File: src/hdl/bde_pkg.sv
// bucket directory engine: shared types, codes and constants
// used by bde_ctrl, bde_datapath and bucket_directory_engine_top
// no dependencies
package bde_pkg;

	// directory size default
	localparam int SLOT_COUNT_DEFAULT = 256;

	// configuration port
	localparam int PADDR_W = 3;
	localparam logic REG_MARKER = 1'b0;
	localparam logic [31:0] MARKER_RESET = 32'hFFFF_FFFF;

	// operation codes
	localparam logic [1:0] OP_WRITE  = 2'd0;
	localparam logic [1:0] OP_READ   = 2'd1;
	localparam logic [1:0] OP_SEARCH = 2'd2;
	localparam logic [1:0] OP_SPLIT  = 2'd3;

	// result status codes
	localparam logic [1:0] ST_OK      = 2'd0;
	localparam logic [1:0] ST_NONE    = 2'd1;
	localparam logic [1:0] ST_EMPTY   = 2'd2;
	localparam logic [1:0] ST_REFUSED = 2'd3;

	// input item
	typedef struct packed {
		logic [1:0]  opcode;
		logic [7:0]  position;
		logic [31:0] page_id;
	} in_item_t;

	// result item
	typedef struct packed {
		logic [1:0]  status;
		logic [31:0] found_page;
		logic [7:0]  found_position;
	} out_item_t;

	// controller to datapath commands
	typedef struct packed {
		logic capture;
		logic look;
		logic load;
	} cmd_t;

endpackage

File: src/hdl/bde_ctrl.sv
// bucket directory engine: controller state machine
// sequences capture, lookup and result load; owns the output valid flag
// depends on bde_pkg
module bde_ctrl (
	input  logic          clk,
	input  logic          arst_n,
	input  logic          in_valid,
	output logic          in_stall,
	output logic          out_valid,
	input  logic          out_stall,
	output bde_pkg::cmd_t cmd
);

	localparam logic [1:0] S_IDLE = 2'd0;
	localparam logic [1:0] S_LOOK = 2'd1;
	localparam logic [1:0] S_LOAD = 2'd2;

	logic [1:0] state_q;
	logic [1:0] state_d;
	logic       out_valid_q;
	logic       load_ok;
	logic       accept;

	// handshake decisions
	assign load_ok  = (state_q == S_LOAD) && (!out_valid_q || !out_stall);
	assign in_stall = !((state_q == S_IDLE) || load_ok);
	assign accept   = in_valid && !in_stall;
	assign out_valid = out_valid_q;

	// commands to the datapath
	assign cmd.capture = accept;
	assign cmd.look    = (state_q == S_LOOK);
	assign cmd.load    = load_ok;

	// next state
	always_comb begin
		state_d = state_q;
		case (state_q)
			S_IDLE: begin
				if (accept) state_d = S_LOOK;
			end
			S_LOOK: begin
				state_d = S_LOAD;
			end
			S_LOAD: begin
				if (load_ok) state_d = accept ? S_LOOK : S_IDLE;
			end
			default: begin
				state_d = S_IDLE;
			end
		endcase
	end

	// state and output valid flag
	always_ff @(posedge clk or negedge arst_n) begin
		if (!arst_n) begin
			state_q     <= S_IDLE;
			out_valid_q <= 1'b0;
		end else begin
			state_q <= state_d;
			if (load_ok) out_valid_q <= 1'b1;
			else if (!out_stall) out_valid_q <= 1'b0;
		end
	end

`ifndef SYNTHESIS
	a_look_then_load: assert property (@(posedge clk) disable iff (!arst_n)
		state_q == S_LOOK |=> state_q == S_LOAD)
		else $error("lookup not followed by load");
	a_accept_to_look: assert property (@(posedge clk) disable iff (!arst_n)
		accept |=> state_q == S_LOOK)
		else $error("accepted item did not enter lookup");
	a_load_gives_valid: assert property (@(posedge clk) disable iff (!arst_n)
		load_ok |=> out_valid_q)
		else $error("result load did not raise valid");
	a_valid_from_load: assert property (@(posedge clk) disable iff (!arst_n)
		$rose(out_valid_q) |-> $past(state_q) == S_LOAD)
		else $error("valid rose outside load");
	a_accept_states: assert property (@(posedge clk) disable iff (!arst_n)
		!in_stall |-> (state_q == S_IDLE || state_q == S_LOAD))
		else $error("input open in a busy state");
`endif

endmodule

File: config.mk
export PLATFORM = sky130hd
export DESIGN_NAME = bde_ctrl
export DESIGN_NICKNAME = d
export VERILOG_FILES = /design/src/hdl/bde_pkg.sv /design/src/hdl/bde_ctrl.sv
export SDC_FILE = /design/constraint.sdc
export NUM_CORES = 1
export LEC_CHECK = 0
export ABC_AREA = 1
export BUFFER_PORTS_ARGS = -buffer_cell sky130_fd_sc_hd__buf_2
export CAP_MARGIN = 20
export CORE_AREA = 3 3 40 42
export CTS_CLUSTER_DIAMETER = 120
export DETAILED_ROUTE_END_ITERATION = 7
export DIE_AREA = 0 0 43 45
export PLACE_DENSITY_LB_ADDON = 0.1
export SLEW_MARGIN = 20
export SYNTH_ARGS = -nofsm -noshare
export SYNTH_HDL_FRONTEND = slang
export SYNTH_SLANG_ARGS = --single-unit
File: constraint.sdc
create_clock -name clk -period 1.2 [get_ports clk]
set_input_delay 0.24 -clock clk [delete_from_list [all_inputs] [get_ports clk]]
set_output_delay 0.24 -clock clk [all_outputs]
set_load 0.005 [all_outputs]
After elaboration in Yosys (flattened, before gate mapping)
Index checks and enable logic that the tools add are counted.

storage, ports and cells
  flip-flop bits (word level) = 3
  input port bits = 4
  output and inout port bits = 5

cells by class
  muxes and demuxes = 6
  reduce and logical (&&, ||, !) cells = 9
  eq/ne operators = 5

operator list
  kind                                                                   count
  2-bit one-hot mux with 3 select lines                                  1
  2-bit 2-to-1 mux                                                       2
  2-bit != test, second input constant                                   2
  1-bit logical NOT                                                      3
  1-bit 2-to-1 mux                                                       3
  2-bit by 1-bit equality test with 1-bit output, second input constant  1
  2-bit equality test, second input constant                             1
  1-bit logical AND                                                      2
  2-bit logical NOT                                                      1
  1-bit logical OR                                                       2
  2-bit by 1-bit != test with 1-bit output, second input constant        1
  2-bit AND reduction                                                    1

Longest topological paths before layout
Gate-level depths: netlist of the first run.

  word-level depth = 8
  depth in mapped cells = 4
  mapped depth without buffers = 3

Worst setup path after synthesis of the first run
Ideal clock, no wire load.

  path kind = register -> output
  start = register out_valid_q, in the netlist out_valid
  end = output cmd[2] (netlist bit)
  data required time = 0.960 ns
  stages on the path, launching flop included = 5
  path buffers = 1
  data arrival time = 0.739 ns
  setup slack = 0.221 ns
  cell sequence = dfrtp_1 -> nand3_1 -> nand2_2 -> nor2_1 -> buf_4

on the way
  longest elaborated chain between the ends = 5

ends and longest elaborated chain
  what                    RTL line        text
  start, declared         bde_ctrl.sv:20  logic out_valid_q;
  start signal, assigned  bde_ctrl.sv:58  out_valid_q <= 1'b0;
  start signal, assigned  bde_ctrl.sv:61  if (load_ok) out_valid_q <= 1'b1;
  start signal, assigned  bde_ctrl.sv:62  else if (!out_stall) out_valid_q <= 1'b0;
  1-bit logical NOT       bde_ctrl.sv:25  assign load_ok = (state_q == S_LOAD) && (!out_valid_q || !out_stall);
  1-bit logical OR        bde_ctrl.sv:25
  1-bit logical AND       bde_ctrl.sv:25
  1-bit logical OR        bde_ctrl.sv:26  assign in_stall = !((state_q == S_IDLE) || load_ok);
  1-bit logical AND       bde_ctrl.sv:27  assign accept = in_valid && !in_stall;
  end, declared           bde_ctrl.sv:11  output bde_pkg::cmd_t cmd

No other way between the ends.

==> flow_metrics.env, run 1 <==
export IMPL_busiest_layer="met4"
export IMPL_r2r_end="state_q[1]"
export IMPL_path_class="reg2out"
export IMPL_cts_root_buffer="clkbuf_4"
export IMPL_timing_rr_start="out_valid"
export IMPL_reg2reg_depth=3
export IMPL_end_kind="output pin"
export IMPL_status="finished, violations left"
export IMPL_min_to="state_q[0]"
export IMPL_drc_errors=0
export IMPL_cellPowerDensity_nw_per_um2=1530
export IMPL_rows=13
export IMPL_setup_violations=1
export IMPL_final_cell_mix="8 x buf_2, 3 x inv_1, 3 x nand2_1, 3 x clkbuf_4, 3 x dfrtp_1"
export IMPL_start_kind="flip-flop"
export IMPL_drtAntennaViolNets=0
export IMPL_max_stage_delay_ps=420
export IMPL_cp_data_required_time_ps=960
export IMPL_yosysWarningCount=0
export IMPL_layout_setup_ws_ps=-17.81
export IMPL_antenna_found_initial=0
export IMPL_slew_headroom_pct=88.73
export IMPL_p_sw_mw=0.1040
export IMPL_min_from="in_valid"
export IMPL_max_clock_freq_ghz=0.8211
export IMPL_yosysUniqueCellTypes=10
export IMPL_dieWidth_um=43
export IMPL_grt_usage_pct=4.250
export IMPL_grt_pass1_vias=141
export IMPL_use_met2_pct=5.389
export IMPL_grt_remaining_overflow=0
export IMPL_clock_latency_ps=230
export IMPL_initial_core_util_pct=12.17
export IMPL_fin_nets=36
export IMPL_finalWirelength_um=337
export IMPL_holdCritPathClass="in2reg"
export IMPL_place_ws_ps=209.8
export IMPL_use_met3_pct=4.382
export IMPL_switching_share_pct=26.89
export IMPL_die_y_um=45
export IMPL_path_cells="nand3_2 -> nand2_2 -> nor2_1 -> buf_2"
export IMPL_portBuffers=8
export IMPL_synth_seq_area_share_pct=48.00
export IMPL_fin_crit_ps=1218
export IMPL_p_leak_nw=0.1448
export IMPL_slowest_stage="dfrtp_1"
export IMPL_finalHoldViolations=0
export IMPL_area_growth_pct=61.60
export IMPL_rsz0062_at_grt="true"
export IMPL_core_um2=1285
export IMPL_dr_pass1_iters=2
export IMPL_num_antenna_cells=0
export IMPL_seqPwrFrac_pct=34.0
export IMPL_p_clk_share_pct=45.0
export IMPL_critical_path_arrival_ps=980
export IMPL_layout_commonest_cell="buf_2"
export IMPL_period_share_pct=101.5
export IMPL_ctsHtreeMaxLevel=1
export IMPL_syn_avg_cell_area_um2=7.820
export IMPL_avgViaCountPerCell=3.283
export IMPL_drv_cap=0
export IMPL_clock_sinks=3
export IMPL_synthesis_area_um2=156.4
export IMPL_avgRoutedWirePerCell_um=7.326
export IMPL_hold_depth=3
export IMPL_synth_fp_nets=24
export IMPL_tightest_slew_ps=169.0
export IMPL_post_dp_hpwl_um=270.3
export IMPL_vdd_drop_max_uv=345.7
export IMPL_cts_buffers=3
export IMPL_grt_max_degree=4
export IMPL_worstPathMaxFanout=3
export IMPL_dieArea_um2=1935
export IMPL_power_frac_comb_pct=21.0
export IMPL_cts_tree="built"
export IMPL_layout_drive_gt1_share_pct=54.84
export IMPL_drt_iter0_drc=1
export IMPL_vias=151
export IMPL_cts_buffer_depth=2
export IMPL_finalPower_mw=0.3866
export IMPL_worst_r2r_setup_slack_ps=400
export IMPL_violations="setup timing"
export IMPL_clkTransAtPathRegs_ps=30
export IMPL_cellInternalPower_mw=0.2827
export IMPL_skew_ps=2.393
export IMPL_finalWeightedCongestion=0.5983
export IMPL_grt_pass1_wl_um=496
export IMPL_met1_usage_pct=2.415
export IMPL_ys_ff_latch=3
export IMPL_postSynthCellCount=20
export IMPL_slew_viol_final=0
export IMPL_ios=9
## worst max-delay path by stage
stage          endpoint  depth (start not counted)  startpoint
6_report         cmd[2]                          4  state_q[1]
2_1_floorplan    cmd[2]                          4   out_valid
3_5_place_dp     cmd[2]                          4   out_valid
4_1_cts          cmd[0]                          4  state_q[0]
3_3_place_gp     cmd[0]                          4  state_q[0]
5_1_grt          cmd[2]                          4  state_q[1]
## worst max-delay path: cells and delay by family (launching register included)
family	cells	cell delay, ps
flops	1	420
simple gates	3	220
buf+inv	1	110
## cell families (layout without fill, tap and decap cells)
group           Yosys count  count (layout)  synth area share, %
compound gates            2               2                6.394
buf+inv                   7              18                24.00
flops                     3               3                48.00
simple gates              8               8                21.60
## state kept, by name, summed over array words and instances (netlist names)
signal	cells
out_valid	1
state_q	2
## per-layer routing
layer | vias up | share of wire, %
met5 | - | 0
met4 | 0 | 0
met3 | 0 | 12
met2 | 5 | 53
met1 | 67 | 34
li1 | 79 | -
## synth_stat cells (all sizes together)
| library cell | count | area (µm²) |
|---|---|---|
| a21oi | 1 | 5.000 |
| buf | 3 | 22.52 |
| dfrtp | 3 | 75.07 |
| inv | 4 | 15.01 |
| nand2 | 5 | 21.27 |
| nand3 | 1 | 5.000 |
| nor2 | 2 | 7.510 |
| o21ai | 1 | 5.000 |
## area by class of cell
cell class	instances	area (µm²)
inverter	4	15.01
multi-input combinational	10	60.06
clock buffer	4	26.28
sequential	3	75.07
timing repair buffer	10	57.56
tap	15	18.77
fill	155	1032
## what timing repair did
| action | CTS | global route |
|---|---|---|
| hold buffers | 1 | 0 |
| resized for setup | 2 | 2 |
| gates cloned | 0 | 0 |
| setup buffers | 1 | 0 |
| setup endpoints to repair | 2 | 3 |
| hold endpoints to repair | 3 | 0 |
## metrics by stage
stage	instance area, µm²	util [%]	TNS, ps	hold WS [ps]	std cells
floorplan	156.4	-	0	-55.59	20
global placement	192.7	15.00	0	42.04	40
detailed placement	192.7	15.00	0	40.17	40
CTS	244.0	18.99	-34.41	237.3	46
global route	252.7	19.67	-148.5	262.2	46
finish	252.7	19.67	-17.81	243.6	46
## power by group through the flow
stage	Combinational (mW)	Sequential (mW)	Clock, mW
6_report	0.0814	0.131	0.174
3_5_place_dp	0.0646	0.128	0
5_1_grt	0.0925	0.133	0.188
2_1_floorplan	0.0451	0.128	0
4_1_cts	0.0797	0.128	0.185
3_3_place_gp	0.0651	0.129	0
Power figures use the tool's default switching activity.
==> run 2: changes to the inputs <==
--- a/config.mk
+++ b/config.mk
@@ -8,10 +8,12 @@
 export ABC_AREA = 1
 export BUFFER_PORTS_ARGS = -buffer_cell sky130_fd_sc_hd__buf_2
 export CAP_MARGIN = 20
-export CORE_AREA = 3 3 40 42
+export CELL_PAD_IN_SITES_DETAIL_PLACEMENT = 0
+export CELL_PAD_IN_SITES_GLOBAL_PLACEMENT = 2
+export CORE_AREA = 5 5 42 44
 export CTS_CLUSTER_DIAMETER = 120
 export DETAILED_ROUTE_END_ITERATION = 7
-export DIE_AREA = 0 0 43 45
+export DIE_AREA = 0 0 47 49
 export PLACE_DENSITY_LB_ADDON = 0.1
 export SLEW_MARGIN = 20
 export SYNTH_ARGS = -nofsm -noshare
==> run 2 against run 1 <==
  * The flow still finishes with violations (setup timing)
  * Final area up 17%
  * Routed wire length grew 28%
  * Cell count rose by 11%
  * Sequential share of layout area decreased by 4.4 points
  * Non-clock buffer count grew 4
  * Setup slack better by 12 ps
  * Total power up 9.4%
  * Clock skew down 2.3 ps
  * Count of clock-buffer cells in the layout unchanged
  * Critical path depth unchanged
  * Highest routed layer unchanged
==> flow_metrics.env, run 2 (synthesized netlist as in run 1, its figures left out) <==
export IMPL_layout_setup_ws_ps=-6.086
export IMPL_critPathBufInv=1
export IMPL_violations="setup timing"
export IMPL_grt_remaining_overflow=0
export IMPL_period_share_pct=100.5
export IMPL_drv_cap=0
export IMPL_r2r_end="state_q[1]"
export IMPL_slew_headroom_pct=90.33
export IMPL_grt_pass1_wl_um=641
export IMPL_fin_nets=40
export IMPL_cts_buffer_depth=2
export IMPL_cts_buffers=3
export IMPL_dieArea_um2=2303
export IMPL_rows=14
export IMPL_holdCritPathClass="in2reg"
export IMPL_fin_crit_ps=1206
export IMPL_post_dp_hpwl_um=309.1
export IMPL_power_frac_comb_pct=27.4
export IMPL_core_um2=1401
export IMPL_cp_data_required_time_ps=960
export IMPL_worstPathMaxFanout=3
export IMPL_skew_ps=0.09641
export IMPL_clock_latency_ps=230
export IMPL_slew_viol_final=0
export IMPL_p_leak_nw=0.1632
export IMPL_dieWidth_um=47
export IMPL_tightest_slew_ps=145.1
export IMPL_end_kind="output pin"
export IMPL_p_clk_share_pct=41.4
export IMPL_layout_commonest_cell="buf_2"
export IMPL_timing_rr_start="state_q[0]"
export IMPL_portBuffers=8
export IMPL_cellPowerDensity_nw_per_um2=1427
export IMPL_largest_reg_flops=2
export IMPL_path_depth=4
export IMPL_tns_ps=-6.086
export IMPL_rsz0062_at_grt="true"
export IMPL_cp_top_family="flip-flops"
export IMPL_switching_share_pct=27.33
export IMPL_path_class="reg2out"
export IMPL_finalWirelength_um=430
export IMPL_vias=169
export IMPL_drt_iter0_drc=0
export IMPL_startpoint="out_valid"
export IMPL_finalHoldViolations=0
export IMPL_dp_cells=41
export IMPL_final_cell_mix="7 x buf_2, 4 x buf_4, 3 x inv_2, 3 x clkbuf_4, 3 x dfrtp_1"
export IMPL_ctsHtreeMaxLevel=1
export IMPL_max_clock_freq_ghz=0.8291
export IMPL_layout_drive_gt1_share_pct=68.57
export IMPL_start_kind="flip-flop"
export IMPL_grt_usage_pct=4.234
export IMPL_worst_r2r_setup_slack_ps=240
export IMPL_ios=9
export IMPL_die_y_um=49
export IMPL_reg2reg_depth=5
export IMPL_critical_path_arrival_ps=970
export IMPL_grt_pass1_vias=186
export IMPL_num_antenna_cells=0
export IMPL_initial_core_util_pct=11.16
export IMPL_seqPwrFrac_pct=31.2
export IMPL_path_cells="nand3_2 -> nand2_2 -> nor2_1 -> buf_2"
export IMPL_vdd_drop_max_uv=380.3
export IMPL_cts_root_buffer="clkbuf_4"
export IMPL_slowest_stage="dfrtp_1"
export IMPL_finalNonFillerCells=51
export IMPL_cts_tree="built"
export IMPL_avgViaCountPerCell=3.314
export IMPL_grt_max_degree=4
export IMPL_setup_violations=1
export IMPL_clkTransAtPathRegs_ps=40
export IMPL_antenna_found_initial=0
export IMPL_avgRoutedWirePerCell_um=8.431
export IMPL_status="finished, violations left"
export IMPL_drc_errors=0
export IMPL_nFillCells=176
export IMPL_clock_sinks=3
export IMPL_max_stage_delay_ps=410
export IMPL_p_sw_mw=0.1157
export IMPL_dr_pass1_iters=1
export IMPL_area_growth_pct=89.60
export IMPL_crit_end="cmd[2]"
export IMPL_cellInternalPower_mw=0.3075
export IMPL_finalWeightedCongestion=0.5734
export IMPL_drtAntennaViolNets=0
export IMPL_max_flop_register="state_q"
## run 2: what timing repair did
action	4_1_cts	5_1_grt
gates cloned	0	0
endpoints found under the hold margin	3	0
hold buffers	1	0
buffers inserted	3	2
setup endpoints to repair	2	4
gates resized for setup	2	7
pin swaps	0	2
## run 2: final cells by class
class / instances / area (µm²) / share of cell area (%)
inverters: 4 / 15.01 / 5.063
well taps: 16 / 20.02 / 6.751
repair buffers: 14 / 97.59 / 32.91
multi-input cells: 10 / 62.56 / 21.10
clock buffers: 4 / 26.28 / 8.861
flip-flops and latches: 3 / 75.07 / 25.32
## run 2: through the flow
step	utilization, %	area, µm²	hold slack, ps	power [mW]	setup WS (ps)
2_1_floorplan	-	156.4	-55.59	0.1730	221.0
3_3_place_gp	13.84	193.9	38.19	0.1969	183.3
3_5_place_dp	13.84	193.9	38.91	0.1951	204.4
4_1_cts	18.39	257.7	246.2	0.4039	-36.05
5_1_grt	21.16	296.5	261.6	0.4555	-72.67
6_report	21.16	296.5	246.9	0.4232	-6.086
## run 2: tightest hold or removal path, cell delays in order
cell    delay (ps)
buf_2           90
inv_1           60
nor2_1          50
## run 2: routing by layer
| metal | share of wire [%] | global-route usage, % |
|---|---|---|
| met2 | 54 | 5.882 |
| met4 | 0 | 5.530 |
| met3 | 16 | 3.690 |
| met5 | 0 | 0 |
| met1 | 30 | 2.655 |
## run 2: worst min-delay path by stage
| stage | start | slack (ps) | depth (start not counted) | to |
|---|---|---|---|---|
| 5_1_grt | in_valid | 260 | 3 | state_q[0] |
| 2_1_floorplan | arst_n | -60 | 0 | out_valid |
| 4_1_cts | in_valid | 250 | 3 | state_q[0] |
| 6_report | in_valid | 250 | 3 | state_q[0] |
| 3_3_place_gp | arst_n | 40 | 1 | out_valid |
| 3_5_place_dp | arst_n | 40 | 1 | out_valid |
## run 2: power by group through the flow
stage	Sequential (mW)	Combinational [mW]	Clock (mW)
final	0.132	0.116	0.175
after global routing	0.135	0.129	0.192
after CTS	0.128	0.0922	0.184
after detailed placement	0.130	0.0654	0
after global placement	0.131	0.0662	0
after floorplan	0.128	0.0451	0
==> run 3: changes to the inputs <==
--- a/config.mk
+++ b/config.mk
@@ -9,7 +9,7 @@
 export BUFFER_PORTS_ARGS = -buffer_cell sky130_fd_sc_hd__buf_2
 export CAP_MARGIN = 20
 export CELL_PAD_IN_SITES_DETAIL_PLACEMENT = 0
-export CELL_PAD_IN_SITES_GLOBAL_PLACEMENT = 2
+export CELL_PAD_IN_SITES_GLOBAL_PLACEMENT = 1
 export CORE_AREA = 5 5 42 44
 export CTS_CLUSTER_DIAMETER = 120
 export DETAILED_ROUTE_END_ITERATION = 7
==> run 3 against run 2 <==
  * The flow still finishes with violations (setup timing)
  * Critical endpoint is now cmd[0]
  * Via count fell by 15%
  * Sequential power hardly changed
  * Total power is 8.5% lower
  * Highest routed layer unchanged
  * First-iteration DRC count did not move
==> flow_metrics.env, run 3 (synthesized netlist as in run 1, its figures left out) <==
export IMPL_area_growth_pct=64.00
export IMPL_avgRoutedWirePerCell_um=7.979
export IMPL_setup_violations=2
export IMPL_max_clock_freq_ghz=0.8223
export IMPL_drtAntennaViolNets=0
export IMPL_grt_pass1_wl_um=648
export IMPL_violations="setup timing"
export IMPL_slew_headroom_pct=90.76
export IMPL_rows=14
export IMPL_core_um2=1401
export IMPL_grt_usage_pct=4.520
export IMPL_clock_latency_ps=230
export IMPL_max_flop_register="state_q"
export IMPL_critPathBufInv=2
export IMPL_fin_nets=36
export IMPL_vdd_drop_max_uv=451.6
export IMPL_power_frac_comb_pct=21.3
export IMPL_seqPwrFrac_pct=33.9
export IMPL_grt_pass1_vias=166
export IMPL_worstPathMaxFanout=3
export IMPL_finalPower_mw=0.3873
export IMPL_finalWeightedCongestion=0.5557
export IMPL_drt_iter0_drc=0
export IMPL_layout_drive_gt1_share_pct=61.29
export IMPL_slowest_stage="dfrtp_1"
export IMPL_die_y_um=49
export IMPL_critical_path_arrival_ps=980
export IMPL_finalInstanceArea_um2=256.5
export IMPL_rsz0062_at_grt="true"
export IMPL_clock_sinks=3
export IMPL_finalWirelength_um=375
export IMPL_layout_setup_ws_ps=-16.03
export IMPL_p_leak_nw=0.1403
export IMPL_slew_viol_final=0
export IMPL_cts_root_buffer="clkbuf_4"
export IMPL_cts_buffer_depth=2
export IMPL_cp_data_required_time_ps=960
export IMPL_layout_commonest_cell="buf_2"
export IMPL_finalHoldViolations=0
export IMPL_path_class="reg2out"
export IMPL_num_antenna_cells=0
export IMPL_path_cells="inv_2 -> nand2_2 -> a21oi_1 -> buf_2"
export IMPL_vias=144
export IMPL_drc_errors=0
export IMPL_post_dp_hpwl_um=305.1
export IMPL_drv_cap=0
export IMPL_dr_pass1_iters=1
export IMPL_antenna_found_initial=0
export IMPL_holdCritPathClass="in2reg"
export IMPL_fin_crit_ps=1216
export IMPL_grt_max_degree=5
export IMPL_final_cell_mix="7 x buf_2, 3 x nand2_2, 3 x clkbuf_4, 3 x dfrtp_1"
export IMPL_cts_buffers=3
export IMPL_cellInternalPower_mw=0.2834
export IMPL_max_stage_delay_ps=390
export IMPL_largest_reg_flops=2
export IMPL_status="finished, violations left"
export IMPL_tightest_slew_ps=138.6
export IMPL_ctsHtreeMaxLevel=1
export IMPL_cts_tree="built"
export IMPL_end_kind="output pin"
export IMPL_ios=9
export IMPL_dieWidth_um=47
export IMPL_dieArea_um2=2303
export IMPL_switching_share_pct=26.84
export IMPL_period_share_pct=101.3
export IMPL_portBuffers=8
export IMPL_avgViaCountPerCell=3.064
export IMPL_placed_cell_area_um2=193.9
export IMPL_cp_top_family="flip-flops"
export IMPL_clkTransAtPathRegs_ps=40
export IMPL_tns_ps=-30.98
export IMPL_grt_remaining_overflow=0
export IMPL_cellPowerDensity_nw_per_um2=1510
export IMPL_start_kind="flip-flop"
export IMPL_p_sw_mw=0.1039
export IMPL_initial_core_util_pct=11.16
export IMPL_skew_ps=0.6605
export IMPL_p_clk_share_pct=44.8
## run 3: cell types whose count changed in the layout (fill, tap and decap cells not counted)
cell     change
a21oi_1      +1
a21oi_2      -1
buf_4        -3
buf_6        -1
inv_1        +1
inv_2        -1
nand2_2      +1
nand2_4      -1
nor2_1       -1
nor2_2       +1
## run 3: cell type report
type	count	area, µm²
Sequential cell	3	75.07
Tap cell	16	20.02
Fill cell	174	1145
Clock buffer	4	26.28
Multi-Input combinational cell	10	56.30
Timing Repair Buffer	10	63.81
Inverter	4	15.01
## run 3: worst min-delay path, delay by kind of cell
family | cells | cell delay [ps]
buffers and inverters | 2 | 160
AND/OR/NAND/NOR | 1 | 50
## run 3: through the flow
| stage | util [%] | hold slack, ps | setup slack, ps | std cells |
|---|---|---|---|---|
| 2_1_floorplan | - | -55.59 | 221.0 | 20 |
| 3_3_place_gp | 13.84 | 37.09 | 200.5 | 41 |
| 3_5_place_dp | 13.84 | 37.54 | 191.0 | 41 |
| 4_1_cts | 16.96 | 240.7 | -41.96 | 46 |
| 5_1_grt | 18.30 | 293.5 | -108.9 | 47 |
| 6_report | 18.30 | 260.6 | -16.03 | 47 |
## run 3: final timing paths
check                           start  cells past startpoint    endpoint  slack (ps)
max                        state_q[0]                      4      cmd[0]         -20
max in group asynchronous      arst_n                      2   out_valid         770
min in group asynchronous      arst_n                      2  state_q[0]         330
max reg2reg                 out_valid                      4  state_q[0]         360
min                          in_valid                      3  state_q[0]         260
min reg2reg                state_q[0]                      2  state_q[1]         550
## run 3: power groups by stage
stage / Combinational, mW / Clock, mW / Sequential (mW)
global placement: 0.0660 / 0 / 0.129
CTS: 0.0712 / 0.186 / 0.130
global route: 0.0960 / 0.188 / 0.134
floorplan: 0.0451 / 0 / 0.128
finish: 0.0825 / 0.174 / 0.131
detailed placement: 0.0664 / 0 / 0.129
## run 3: routing by layer
layer	routed length (µm)	part of all wire (%)	track usage (%)	up-vias
met5	0	0	0	-
met4	0	0	6.912	0
met3	36	9.6	1.476	0
met2	203	54	5.430	4
met1	135	36	4.656	61
li1	-	-	-	79
## run 3: repair_timing
item,4_1_cts,5_1_grt
gates cloned,0,0
hold buffers,1,0
pin swaps,1,1
endpoints found under the hold margin,3,0
setup buffers,0,1
setup endpoints to repair,2,4
gates resized for setup,2,4
